### src/design/bank_switch_mapper_with_scanline_irq_assert.svh
// Assertion macros shared by the mapper RTL.
// Each macro expects clk and rst in scope of the module that uses it.
`ifndef BANK_SWITCH_MAPPER_WITH_SCANLINE_IRQ_ASSERT_SVH
`define BANK_SWITCH_MAPPER_WITH_SCANLINE_IRQ_ASSERT_SVH

// Same-cycle implication.
`define BSM_ASSERT_NOW(lbl, ante, cons, msg) \
  lbl: assert property (@(posedge clk) disable iff (rst) (ante) |-> (cons)) \
    else $error(msg);

// Next-cycle implication.
`define BSM_ASSERT_NEXT(lbl, ante, cons, msg) \
  lbl: assert property (@(posedge clk) disable iff (rst) (ante) |=> (cons)) \
    else $error(msg);

`endif

### src/design/bsm_pkg.sv
// Shared types and codes for the bank-switch mapper.
// No dependencies; imported by bsm_irq and the top level.
`timescale 1ns / 1ps

package bsm_pkg;

  // Bus event kinds carried on the input tuser.
  typedef enum logic [2:0] {
    FN_CPU_WRITE = 3'd0,
    FN_PRG_READ  = 3'd1,
    FN_PPU_READ  = 3'd2,
    FN_TICK      = 3'd3,
    FN_IRQ_ACK   = 3'd4
  } func_t;

  typedef enum logic [1:0] {
    TGT_NONE    = 2'd0,
    TGT_PRG_ROM = 2'd1,
    TGT_PRG_RAM = 2'd2,
    TGT_PATTERN = 2'd3
  } target_t;

  typedef enum logic [1:0] {
    MIR_HORIZONTAL = 2'd0,
    MIR_VERTICAL   = 2'd1,
    MIR_FOUR       = 2'd2
  } mirror_t;

  // Configuration register indexes.
  localparam logic CFG_PRG_COUNT   = 1'b0;
  localparam logic CFG_FOUR_SCREEN = 1'b1;

  // CPU register regions, address bits [14:13] above 0x8000.
  localparam logic [1:0] REG_BANK      = 2'd0;
  localparam logic [1:0] REG_MIRROR    = 2'd1;
  localparam logic [1:0] REG_IRQ_LATCH = 2'd2;
  localparam logic [1:0] REG_IRQ_EN    = 2'd3;

  // Bank data targets selected by bank_select[2:0].
  localparam logic [2:0] SEL_PRG_SWAP = 3'd6;
  localparam logic [2:0] SEL_PRG_MID  = 3'd7;

  localparam logic [7:0] PRG_COUNT_RESET = 8'd64;

  // Per-transfer strobes into the scanline interrupt unit.
  typedef struct packed {
    logic tick;
    logic latch_wr;
    logic reload_wr;
    logic disable_wr;
    logic enable_wr;
    logic ack;
  } irq_ctrl_t;

endpackage

### src/design/bsm_irq.sv
// Scanline interrupt counter: latch, reload request, enable and pending flag.
// Depends on bsm_pkg and the assertion macro header.
`timescale 1ns / 1ps

module bsm_irq (
  input  logic              clk,
  input  logic              rst,
  input  bsm_pkg::irq_ctrl_t ctrl,
  input  logic [7:0]        latch_value,
  output logic              flag
);
  import bsm_pkg::*;
  `include "bank_switch_mapper_with_scanline_irq_assert.svh"

  logic [7:0] latch,   latch_next;
  logic [7:0] counter, counter_next;
  logic       reload,  reload_next;
  logic       enabled, enabled_next;
  logic       pending, pending_next;
  logic [7:0] dec;
  logic       reload_hit;

  always_comb begin
    latch_next   = latch;
    counter_next = counter;
    reload_next  = reload;
    enabled_next = enabled;
    flag         = pending;
    dec          = counter - 8'd1;
    reload_hit   = reload;

    if (ctrl.latch_wr) begin
      latch_next = latch_value;
    end
    if (ctrl.reload_wr) begin
      reload_next = 1'b1;
    end
    if (ctrl.disable_wr) begin
      enabled_next = 1'b0;
      flag         = 1'b0;
    end
    if (ctrl.enable_wr) begin
      enabled_next = 1'b1;
    end
    if (ctrl.tick) begin
      counter_next = dec;
      if (dec == 8'd0) begin
        if (enabled) begin
          flag = 1'b1;
        end
        reload_hit = 1'b1;
      end
      if (reload_hit) begin
        counter_next = latch;
        reload_next  = 1'b0;
      end
    end
    // flag is reported before an acknowledge clears it
    pending_next = flag & ~ctrl.ack;
  end

  always_ff @(posedge clk) begin
    if (rst) begin
      latch   <= 8'd0;
      counter <= 8'd0;
      reload  <= 1'b0;
      enabled <= 1'b0;
      pending <= 1'b0;
    end else begin
      latch   <= latch_next;
      counter <= counter_next;
      reload  <= reload_next;
      enabled <= enabled_next;
      pending <= pending_next;
    end
  end

  `BSM_ASSERT_NEXT(a_ack_clears, ctrl.ack, !pending, "irq pending survived acknowledge")
  `BSM_ASSERT_NEXT(a_disable_clears, ctrl.disable_wr, !pending && !enabled,
    "irq disable left pending or enabled set")
  `BSM_ASSERT_NEXT(a_tick_fires, ctrl.tick && !ctrl.ack && enabled && counter == 8'd1,
    pending, "counter reached zero while enabled without raising irq")

endmodule

### src/design/bank_switch_mapper_with_scanline_irq.sv
// Cartridge bank-switch mapper with a scanline interrupt counter. Every bus
// event arrives as one transfer on the s_ group (tuser = event kind) and
// yields exactly one result transfer on the m_ group in the cycle after acceptance: the
// translated target and byte offset, the interrupt flag and the current
// nametable mirroring. One event is taken every clock cycle while s_tready is high; the only
// storage between the two sides is the result register, so s_tready drops
// only while that register holds a result that m_tready does not take.
// Bank tables and IRQ state update at the accepting edge, so the next event
// already sees them. Config writes (prg_bank_count, quad_screen) go through
// the cfg_ port and are applied at once. Depends on bsm_pkg, bsm_irq.
`timescale 1ns / 1ps

module bank_switch_mapper_with_scanline_irq (
  input  logic        clk,
  input  logic        rst,
  // input events
  input  logic        s_tvalid,
  output logic        s_tready,
  input  logic [23:0] s_tdata,   // [15:0] address, [23:16] value
  input  logic [2:0]  s_tuser,   // [2:0] func
  // results
  output logic        m_tvalid,
  input  logic        m_tready,
  output logic [23:0] m_tdata,   // [20:0] mem_offset, [21] irq_flag, [23:22] mirroring
  output logic [1:0]  m_tuser,   // [1:0] target
  // configuration
  input  logic        cfg_we,
  input  logic        cfg_index,
  input  logic [7:0]  cfg_data
);
  import bsm_pkg::*;
  `include "bank_switch_mapper_with_scanline_irq_assert.svh"

  // Mapper state
  logic [7:0] prg_bank_count, prg_bank_count_next;
  logic       quad_screen,    quad_screen_next;
  logic [7:0] bank_select,    bank_select_next;
  logic [7:0] prg_bank [4];
  logic [7:0] prg_bank_next [4];
  logic [7:0] chr_bank [8];
  logic [7:0] chr_bank_next [8];
  mirror_t    mirror,         mirror_next;

  // Input decode
  logic        accept;
  func_t       fn;
  logic [15:0] addr;
  logic [7:0]  val;
  logic [7:0]  second_last;
  logic [7:0]  cfg_second_last;
  logic [2:0]  sel;
  logic [2:0]  chr_base;
  logic [2:0]  slot;
  logic [2:0]  slot_odd;

  // Result
  target_t     target;
  logic [20:0] offset;
  logic        irq_flag;
  irq_ctrl_t   irq_ctrl;

  assign accept          = s_tvalid & s_tready;
  assign s_tready        = ~m_tvalid | m_tready;
  assign fn              = func_t'(s_tuser);
  assign addr            = s_tdata[15:0];
  assign val             = s_tdata[23:16];
  assign second_last     = prg_bank_count - 8'd2;
  assign cfg_second_last = cfg_data - 8'd2;
  assign sel             = bank_select[2:0];
  // 2KB pattern pairs live in the half chosen by bank_select[7]
  assign chr_base        = bank_select[7] ? 3'd4 : 3'd0;
  assign slot            = chr_base + {sel[1:0], 1'b0};
  assign slot_odd        = slot + 3'd1;

  always_comb begin
    prg_bank_count_next = prg_bank_count;
    quad_screen_next    = quad_screen;
    bank_select_next    = bank_select;
    prg_bank_next       = prg_bank;
    chr_bank_next       = chr_bank;
    mirror_next         = mirror;
    irq_ctrl            = '0;
    target              = TGT_NONE;
    offset              = '0;

    if (cfg_we) begin
      case (cfg_index)
        CFG_PRG_COUNT: begin
          // refresh the fixed windows for the current mode
          prg_bank_count_next = cfg_data;
          if (bank_select[6]) begin
            prg_bank_next[0] = cfg_second_last;
          end else begin
            prg_bank_next[2] = cfg_second_last;
          end
          prg_bank_next[3] = cfg_data - 8'd1;
        end
        CFG_FOUR_SCREEN: begin
          quad_screen_next = cfg_data[0];
          if (cfg_data[0]) begin
            mirror_next = MIR_FOUR;
          end else if (mirror == MIR_FOUR) begin
            mirror_next = MIR_HORIZONTAL;
          end
        end
        default: ;
      endcase
    end

    if (accept) begin
      case (fn)
        FN_CPU_WRITE, FN_PRG_READ: begin
          if (addr[15:13] == 3'b011) begin
            // PRG-RAM window, reads and writes alike
            target = TGT_PRG_RAM;
            offset = {8'd0, addr[12:0]};
          end else if (addr[15] && fn == FN_PRG_READ) begin
            target = TGT_PRG_ROM;
            offset = {prg_bank[addr[14:13]], addr[12:0]};
          end else if (addr[15]) begin
            case (addr[14:13])
              REG_BANK: begin
                if (!addr[0]) begin
                  // bank select: a mode flip regroups the stored banks
                  if (bank_select[6] != val[6]) begin
                    if (val[6]) begin
                      prg_bank_next[0] = second_last;
                      prg_bank_next[2] = prg_bank[0];
                    end else begin
                      prg_bank_next[0] = prg_bank[2];
                      prg_bank_next[2] = second_last;
                    end
                    prg_bank_next[3] = prg_bank_count - 8'd1;
                  end
                  if (bank_select[7] != val[7]) begin
                    for (int i = 0; i < 4; i++) begin
                      chr_bank_next[i]     = chr_bank[i + 4];
                      chr_bank_next[i + 4] = chr_bank[i];
                    end
                  end
                  bank_select_next = val;
                end else begin
                  // bank data into the window named by bank_select
                  case (sel)
                    SEL_PRG_MID: prg_bank_next[1] = val;
                    SEL_PRG_SWAP: begin
                      if (bank_select[6]) begin
                        prg_bank_next[2] = val;
                      end else begin
                        prg_bank_next[0] = val;
                      end
                    end
                    3'd0, 3'd1: begin
                      chr_bank_next[slot]     = {val[7:1], 1'b0};
                      chr_bank_next[slot_odd] = {val[7:1], 1'b1};
                    end
                    default: begin
                      chr_bank_next[(chr_base ^ 3'd4) + (sel - 3'd2)] = val;
                    end
                  endcase
                end
              end
              REG_MIRROR: begin
                if (!addr[0]) begin
                  if (quad_screen) begin
                    mirror_next = MIR_FOUR;
                  end else begin
                    mirror_next = val[0] ? MIR_HORIZONTAL : MIR_VERTICAL;
                  end
                end
              end
              REG_IRQ_LATCH: begin
                irq_ctrl.latch_wr  = ~addr[0];
                irq_ctrl.reload_wr = addr[0];
              end
              REG_IRQ_EN: begin
                irq_ctrl.disable_wr = ~addr[0];
                irq_ctrl.enable_wr  = addr[0];
              end
              default: ;
            endcase
          end
        end
        FN_PPU_READ: begin
          target = TGT_PATTERN;
          offset = {3'd0, chr_bank[addr[12:10]], addr[9:0]};
        end
        FN_TICK:    irq_ctrl.tick = 1'b1;
        FN_IRQ_ACK: irq_ctrl.ack  = 1'b1;
        default: ;
      endcase
    end
  end

  bsm_irq u_irq (
    .clk         (clk),
    .rst         (rst),
    .ctrl        (irq_ctrl),
    .latch_value (val),
    .flag        (irq_flag)
  );

  // state registers
  always_ff @(posedge clk) begin
    if (rst) begin
      prg_bank_count <= PRG_COUNT_RESET;
      quad_screen    <= 1'b0;
      bank_select    <= 8'd0;
      prg_bank[0]    <= 8'd0;
      prg_bank[1]    <= 8'd1;
      prg_bank[2]    <= PRG_COUNT_RESET - 8'd2;
      prg_bank[3]    <= PRG_COUNT_RESET - 8'd1;
      for (int i = 0; i < 8; i++) begin
        chr_bank[i] <= 8'(i);
      end
      mirror <= MIR_HORIZONTAL;
    end else begin
      prg_bank_count <= prg_bank_count_next;
      quad_screen    <= quad_screen_next;
      bank_select    <= bank_select_next;
      prg_bank       <= prg_bank_next;
      chr_bank       <= chr_bank_next;
      mirror         <= mirror_next;
    end
  end

  // result register: valid under reset, payload loads on accept
  always_ff @(posedge clk) begin
    if (rst) begin
      m_tvalid <= 1'b0;
    end else if (s_tready) begin
      m_tvalid <= s_tvalid;
    end
  end

  always_ff @(posedge clk) begin
    if (accept) begin
      m_tuser <= target;
      m_tdata <= {mirror_next, irq_flag, offset};
    end
  end

  `BSM_ASSERT_NOW(a_quad_screen_mirror, quad_screen, mirror == MIR_FOUR,
    "four-screen wiring not reflected in mirroring")
  `BSM_ASSERT_NOW(a_none_zero_offset, m_tvalid && m_tuser == TGT_NONE,
    m_tdata[20:0] == 21'd0, "nonzero offset with no target")
  `BSM_ASSERT_NOW(a_ram_in_window, m_tvalid && m_tuser == TGT_PRG_RAM,
    m_tdata[20:13] == 8'd0, "program RAM offset outside 8KB window")

endmodule

### config.mk
export PLATFORM = sky130hd
export DESIGN_NAME = bank_switch_mapper_with_scanline_irq
export DESIGN_NICKNAME = d
export VERILOG_FILES = /design/src/design/bsm_pkg.sv /design/src/design/bsm_irq.sv /design/src/design/bank_switch_mapper_with_scanline_irq.sv
export VERILOG_INCLUDE_DIRS = /design/src /design/src/design
export SDC_FILE = /design/constraint.sdc
export NUM_CORES = 1
export LEC_CHECK = 0
export BUFFER_PORTS_ARGS = -buffer_cell sky130_fd_sc_hd__buf_4
export CAP_MARGIN = 25
export CORE_MARGIN = 1.5
export CORE_UTILIZATION = 40
export CTS_CLUSTER_DIAMETER = 40
export DETAILED_ROUTE_END_ITERATION = 12
export HOLD_SLACK_MARGIN = 0.12
export PLACE_DENSITY = 0.62
export SLEW_MARGIN = 20
export SYNTH_ARGS = -nofsm -noshare
export SYNTH_HDL_FRONTEND = slang
export SYNTH_SLANG_ARGS = --single-unit
### constraint.sdc
create_clock -name clk -period 3.2 [get_ports clk]
set_input_delay 0.16 -clock clk [delete_from_list [all_inputs] [get_ports clk]]
set_output_delay 0.16 -clock clk [all_outputs]
set_load 0.05 [all_outputs]
Word-level counts from Yosys, hierarchy flattened:

Cells that the tools add are included.

* register bits after elaboration: 161
* output and inout port bits: 28

* reductions and logical operators: 18
* equality and inequality tests: 15
* add/subtract/negate cells: 9
* order comparisons: 8
* mux-type cells: 84
* bitwise gates (word level): 15

Operators with widths (count)
* bitwise mux 64 bit: 3
* 2-to-1 mux 32 bit: 6
* 2-to-1 mux 8 bit: 24
* 2-to-1 mux 64 bit: 2
* one-hot mux 64 bit (2 select lines): 1
* demux 8 bit (select 3 bit): 3
* 2-to-1 mux 16 bit: 3
* 2-to-1 mux 21 bit: 2
* one-hot mux 21 bit (2 select lines): 1
* 2-to-1 mux 2 bit: 15
* binary-select mux 8 bit (select 3 bit): 1
* subtractor 8 x 1 -> 8 bit (second input constant): 3
* binary-select mux 8 bit (select 2 bit): 1
* >= comparator 4 bit (second input constant): 4
* 2-to-1 mux 4 bit: 4
* inverter 3 -> 4 bit: 4
* AND reduction 8 bit: 2
* subtractor 8 x 2 -> 8 bit (second input constant): 2
* 2-to-1 mux 1 bit: 15
* < comparator 4 x 1 -> 1 bit (second input constant): 3
* == test 3 x 2 -> 1 bit (second input constant): 3
* == test 3 bit (second input constant): 3
* zero test 8 bit: 1
* inverter 1 bit: 7
* 22 further kinds: 36

Logic depth before layout (Yosys ltp):

* word-level depth: 13
* mapped depth: 9

Cells and area by module:

From an unflattened synthesis, not the netlist that was laid out.

* cell total of the unflattened synthesis: 1004
* area total of the unflattened synthesis: 8788.4 um^2

Modules (own cells, without submodules)
* bank_switch_mapper_with_scanline_irq: cells each 892, times used 1, area an instance 7796.2 um^2
* bsm_irq: cells each 112, times used 1, area an instance 992.2 um^2

Worst setup path after synthesis:

Ideal clock, no wire load.

* kind: register to register
* start: reg m_tvalid
* end: reg chr_bank[26] in the netlist's numbering
* slack: 0.654 ns
* arrival: 2.426 ns
* period minus slack after synthesis: 2.546 ns
* library setup time: 0.120 ns
* path buffers: 2
* stages on the path, launching flop included: 9
* path through: dfxtp_1 -> nand2b_1 -> and4_1 -> buf_6 -> o2111ai_4 -> a21o_1 -> buf_2 -> nor2_1 -> a211o_1

* longest elaborated chain between the ends: 4

Ends and longest elaborated chain
* start, declared: line bank_switch_mapper_with_scanline_irq.sv:22 `output logic m_tvalid,`
* start signal, assigned: line bank_switch_mapper_with_scanline_irq.sv:232 `m_tvalid <= s_tvalid;`
* inverter 1 bit: line bank_switch_mapper_with_scanline_irq.sv:63 `assign s_tready = ~m_tvalid | m_tready;`
* OR 1 bit: line bank_switch_mapper_with_scanline_irq.sv:63
* net s_tready: line bank_switch_mapper_with_scanline_irq.sv:18 `output logic s_tready,`
* bitwise AND 1 bit: line bank_switch_mapper_with_scanline_irq.sv:62 `assign accept = s_tvalid & s_tready;`
* AND reduction 8 bit (no source line)
* end signal, assigned by index: line bank_switch_mapper_with_scanline_irq.sv:214 `chr_bank[i] <= 8'(i);`
* end signal, assigned: line bank_switch_mapper_with_scanline_irq.sv:222 `chr_bank <= chr_bank_next;`
* end, declared: line bank_switch_mapper_with_scanline_irq.sv:40 `logic [7:0] chr_bank [8];`

The timed path passes the listed nets, and every way through them passes these cells.
A chain may end at the register's enable or synchronous reset.

Worst setup path in the final report:

* start: in s_tuser[2]
* end: reg chr_bank[4] in the netlist's numbering

* longest elaborated chain between the ends: 4
* elaborated cells on any way between the ends: 6
* those cells by class: 1 x eq/ne; 1 x bitwise; 4 x reduce/logical

Ends and longest elaborated chain
* start, declared: line bank_switch_mapper_with_scanline_irq.sv:20 `input logic [2:0] s_tuser,`
* == test 3 x 1 -> 1 bit: line bank_switch_mapper_with_scanline_irq.sv:111, bank_switch_mapper_with_scanline_irq.sv:117
* logical AND 1 bit: line bank_switch_mapper_with_scanline_irq.sv:117 `end else if (addr[15] && fn == FN_PRG_READ) begin`
* inverter 1 bit (no source line)
* AND reduction 8 bit (no source line) *

Mark *: on every way between the ends. The rest lies on a longest branch, timed or not.

==> impl_metrics.json <==
{
  "outcome": "completed",
  "clock-sinks": 158,
  "die_area_sq_um": 22800,
  "cp_num_buf_inv": 2,
  "numCtsBuffers": 17,
  "multi_input_area_sq_um": 4830,
  "via_per_inst": 5.79,
  "first_pass_iters": 5,
  "critPathRequiredTime_ns": 3.47,
  "criticalPathCategory": "input pin to flop",
  "synthesis.nets": 1031,
  "setup-violations-final": 0,
  "fin_crit_ns": 2.56,
  "cp_max_fo": 16,
  "boundaryPins": 69,
  "areaGrowthSynthToFinish_pct": 17.0,
  "fin_ws_ns": 0.636,
  "cts_root_buffer": "clkbuf_16",
  "netlist_instances": 982,
  "finalMaxSlewViolations": 0,
  "cp_cell_sequence": "dlygate4sd3_1, buf_4, nor3b_4, and4_1, o2111ai_4, a21o_1, a211oi_1, a211oi_1",
  "grt_pass1_wl_mm": 39.4,
  "rows": 53,
  "end_kind": "flop",
  "crit_path_max_incr_delay_ns": 0.55,
  "antenna_found_initial": 0,
  "wire_per_inst_um": 18.8,
  "synth_edf_count": 26,
  "gp_congestion": 0.859,
  "powerDensity_nw_per_um2": 456,
  "whs_ns": 0.141,
  "final_layout_size_suffix_gt1_share_pct": 14.5,
  "post_cts_buffers": 0,
  "grtUsageTotal_pct": 22.5,
  "vias": 7686,
  "final_util_pct": 48.2,
  "ys_ff_latch": 158,
  "setup-tns-final_ns": 0,
  "drc": 0,
  "seqCellArea_sq_um": 3420,
  "die_h_um": 151,
  "fmax_ghz": 0.390,
  "start_util_pct": 41.2,
  "dp.cells": 1266,
  "totalWireLength_mm": 24.9,
  "syn-cell-area_sq_um": 8750,
  "crit_arrival_ns": 2.84,
  "antennaDiodeCount": 0,
  "rsz0062_at_grt": "false",
  "dpl.hpwl_mm": 16.7,
  "htreeDepth": 4,
  "hold_class": "input pin to flop",
  "drt-initial-drc-count": 640,
  "start_kind": "input pin",
  "min_period_over_period_pct": 80.1,
  "cpMaxStageDelayCell": "dlygate4sd3_1",
  "power.leakage_nw": 3.82,
  "grt_max_degree": 74,
  "worstMarginPinSlew_ns": 0.829,
  "hold_violations": 0,
  "die_w_um": 151,
  "tritoncts": "done",
  "synthFlopType": "dfxtp_1",
  "yosys_warnings": 0,
  "async_flop_share_pct": 0,
  "drv_cap": 0,
  "seq_area_frac_synth_pct": 39.1,
  "worst_slew_margin_rel_pct": 44.7,
  "dp_slack_ns": 0.757,
  "clockBufferDepth": 2,
  "avgSynthCellArea_sq_um": 8.91,
  "portBuffers": 68,
  "clock_latency_ns": 0.43,
  "grt_pass1_vias": 7215,
  "cts_resized": 0,
  "core_area_sq_um": 21200,
  "clk_pin_slew_ns": 0.07,
  "fin_nets": 1089,
  "synth_cell_types": 73,
  "finalNonFillerCells": 1328,
  "clock_skew_ns": 0.0110,
  "n_fill_cell": 2008,
  "crit_family": "compound AO/OA/AOI/OAI gates",
  "drtAntennaViolNets": 0,
  "ir_worst_vdd_v": 0.000379,
  "gr-total-overflow": 0,
  "cp_common_cell": "a211oi_1"
}
[state kept, by name, indices dropped and copies added, names as in the netlist, 2 cells and up]
signal,count
bank_select,5
prg_bank,32
mirror,2
u_irq.counter,8
u_irq.latch,8
m_tdata,24
prg_bank_count,8
m_tuser,2
chr_bank,64
[power by group]
| group | switching (mW) | internal (mW) |
|---|---|---|
| Combinational | 0.361 | 0.217 |
| Clock | 0.848 | 1.15 |
| Sequential | 0.0315 | 2.06 |
| Total | 1.24 | 3.43 |
[cell usage in the layout (no fill, tap or decap), drive strengths merged, types with 8 or more instances in the layout]
cell type    synthesis  layout
nor2               139     139
dfxtp              132     132
nand2               97      97
buf                 24      83
mux2i               52      52
a211oi              52      52
a21oi               46      46
inv                 40      42
o21ai               36      36
dlygate4sd3          0      30
o22ai               28      28
edfxtp              26      26
mux4                24      24
clkbuf              50      21
nor2b               18      18
a211o               18      18
xor2                17      17
xnor2               14      14
nor3                12      12
and2                11      11
nand3               11      11
nor3b               11      11
a2bb2oi             10      10
and3                 8       8
a22oi                8       8
ha                   8       8
[Yosys cell counts, types with 5 or more instances]
master       n  area, sq um
o2bb2ai_1    6         52.6
nor3b_1     10         75.1
nand3_1     11         55.1
inv_1       40          150
and2_1      11         68.8
dfxtp_1    132         2640
buf_1        5         18.8
xnor2_1     14          123
o22ai_1     28          175
edfxtp_1    26          781
a221oi_1     5         43.8
a22oi_1      8         60.1
nor3_1      11         55.1
a211oi_1    50          375
nor2_1     138          518
nand2_1     96          360
buf_2       12         60.1
ha_1         8          100
and3_1       8         50.1
a311oi_1     6         52.6
nand2b_1     7         43.8
xor2_1      17          149
a211o_1     18          158
mux4_2      24          541
nor2b_1     18          113
a2bb2oi_1   10         87.6
o21ai_0     36          180
nand3b_1     5         37.5
a21o_1       7         52.6
clkbuf_1    50          188
a21oi_1     45          225
mux2i_1     52          521
[cells by family (layout without fill, tap and decap cells)]
family	after synthesis	after routing	share of synthesized area (%)
AND/OR/NAND/NOR	339	339	18.0
XOR/XNOR	31	31	3.10
buffers and inverters	115	186	5.66
adder cells (fa/ha/maj)	8	8	1.14
flip-flops	158	158	39.1
AO/OA/AOI/OAI	252	252	20.4
multiplexers	79	79	12.5
[final cells by class]
type / instances / share of cell area, %
Clock buffer: 21 / 4.31
Clock inverter: 11 / 1.14
Inverter: 41 / 1.50
Multi-Input combinational cell: 709 / 47.2
Sequential cell: 158 / 33.5
Tap cell: 275 / 3.36
Timing Repair Buffer: 113 / 9.03
[worst paths after layout]
check,start,to,slack [ns],cells after the start
worst min-delay path,s_tdata[15],m_tuser[1]$_SDFFCE_PN0P_,0.14,3
worst min register to register,chr_bank[21]$_SDFFE_PP0P_,chr_bank[21]$_SDFFE_PP0P_,0.48,2
worst max-delay path,s_tuser[2],chr_bank[4]$_SDFFE_PP0P_,0.64,8
worst max register to register,u_irq.counter[0]$_SDFFE_PP0P_,u_irq.counter[5]$_SDFFE_PP0P_,0.73,8
[tightest hold or removal path, stage by stage]
cell     delay (ns)
buf_4          0.10
or3_1          0.09
a21oi_1        0.06
[routing by layer]
| metal | wire length [um] | global-route usage [%] | vias to the layer above |
|---|---|---|---|
| met4 | 607 | 8.93 | 0 |
| met5 | 0 | 0 | - |
| met3 | 1720 | 3.46 | 41 |
| met1 | 11500 | 31.8 | 3653 |
| met2 | 11100 | 34.4 | 323 |
| li1 | - | - | 3669 |
[per-stage QoR]
stage	area [sq um]	power (mW)
2_1_floorplan	8750	2.50
3_3_place_gp	9370	2.68
3_5_place_dp	9370	2.68
6_report	10200	4.67
5_1_grt	10200	4.83
4_1_cts	10200	4.68
[what timing repair did]
item                                   CTS  global route
setup endpoints to repair                0             0
endpoints found under the hold margin   50             0
hold buffers                            30             0
No activity file was read; power rests on OpenSTA's default activity.
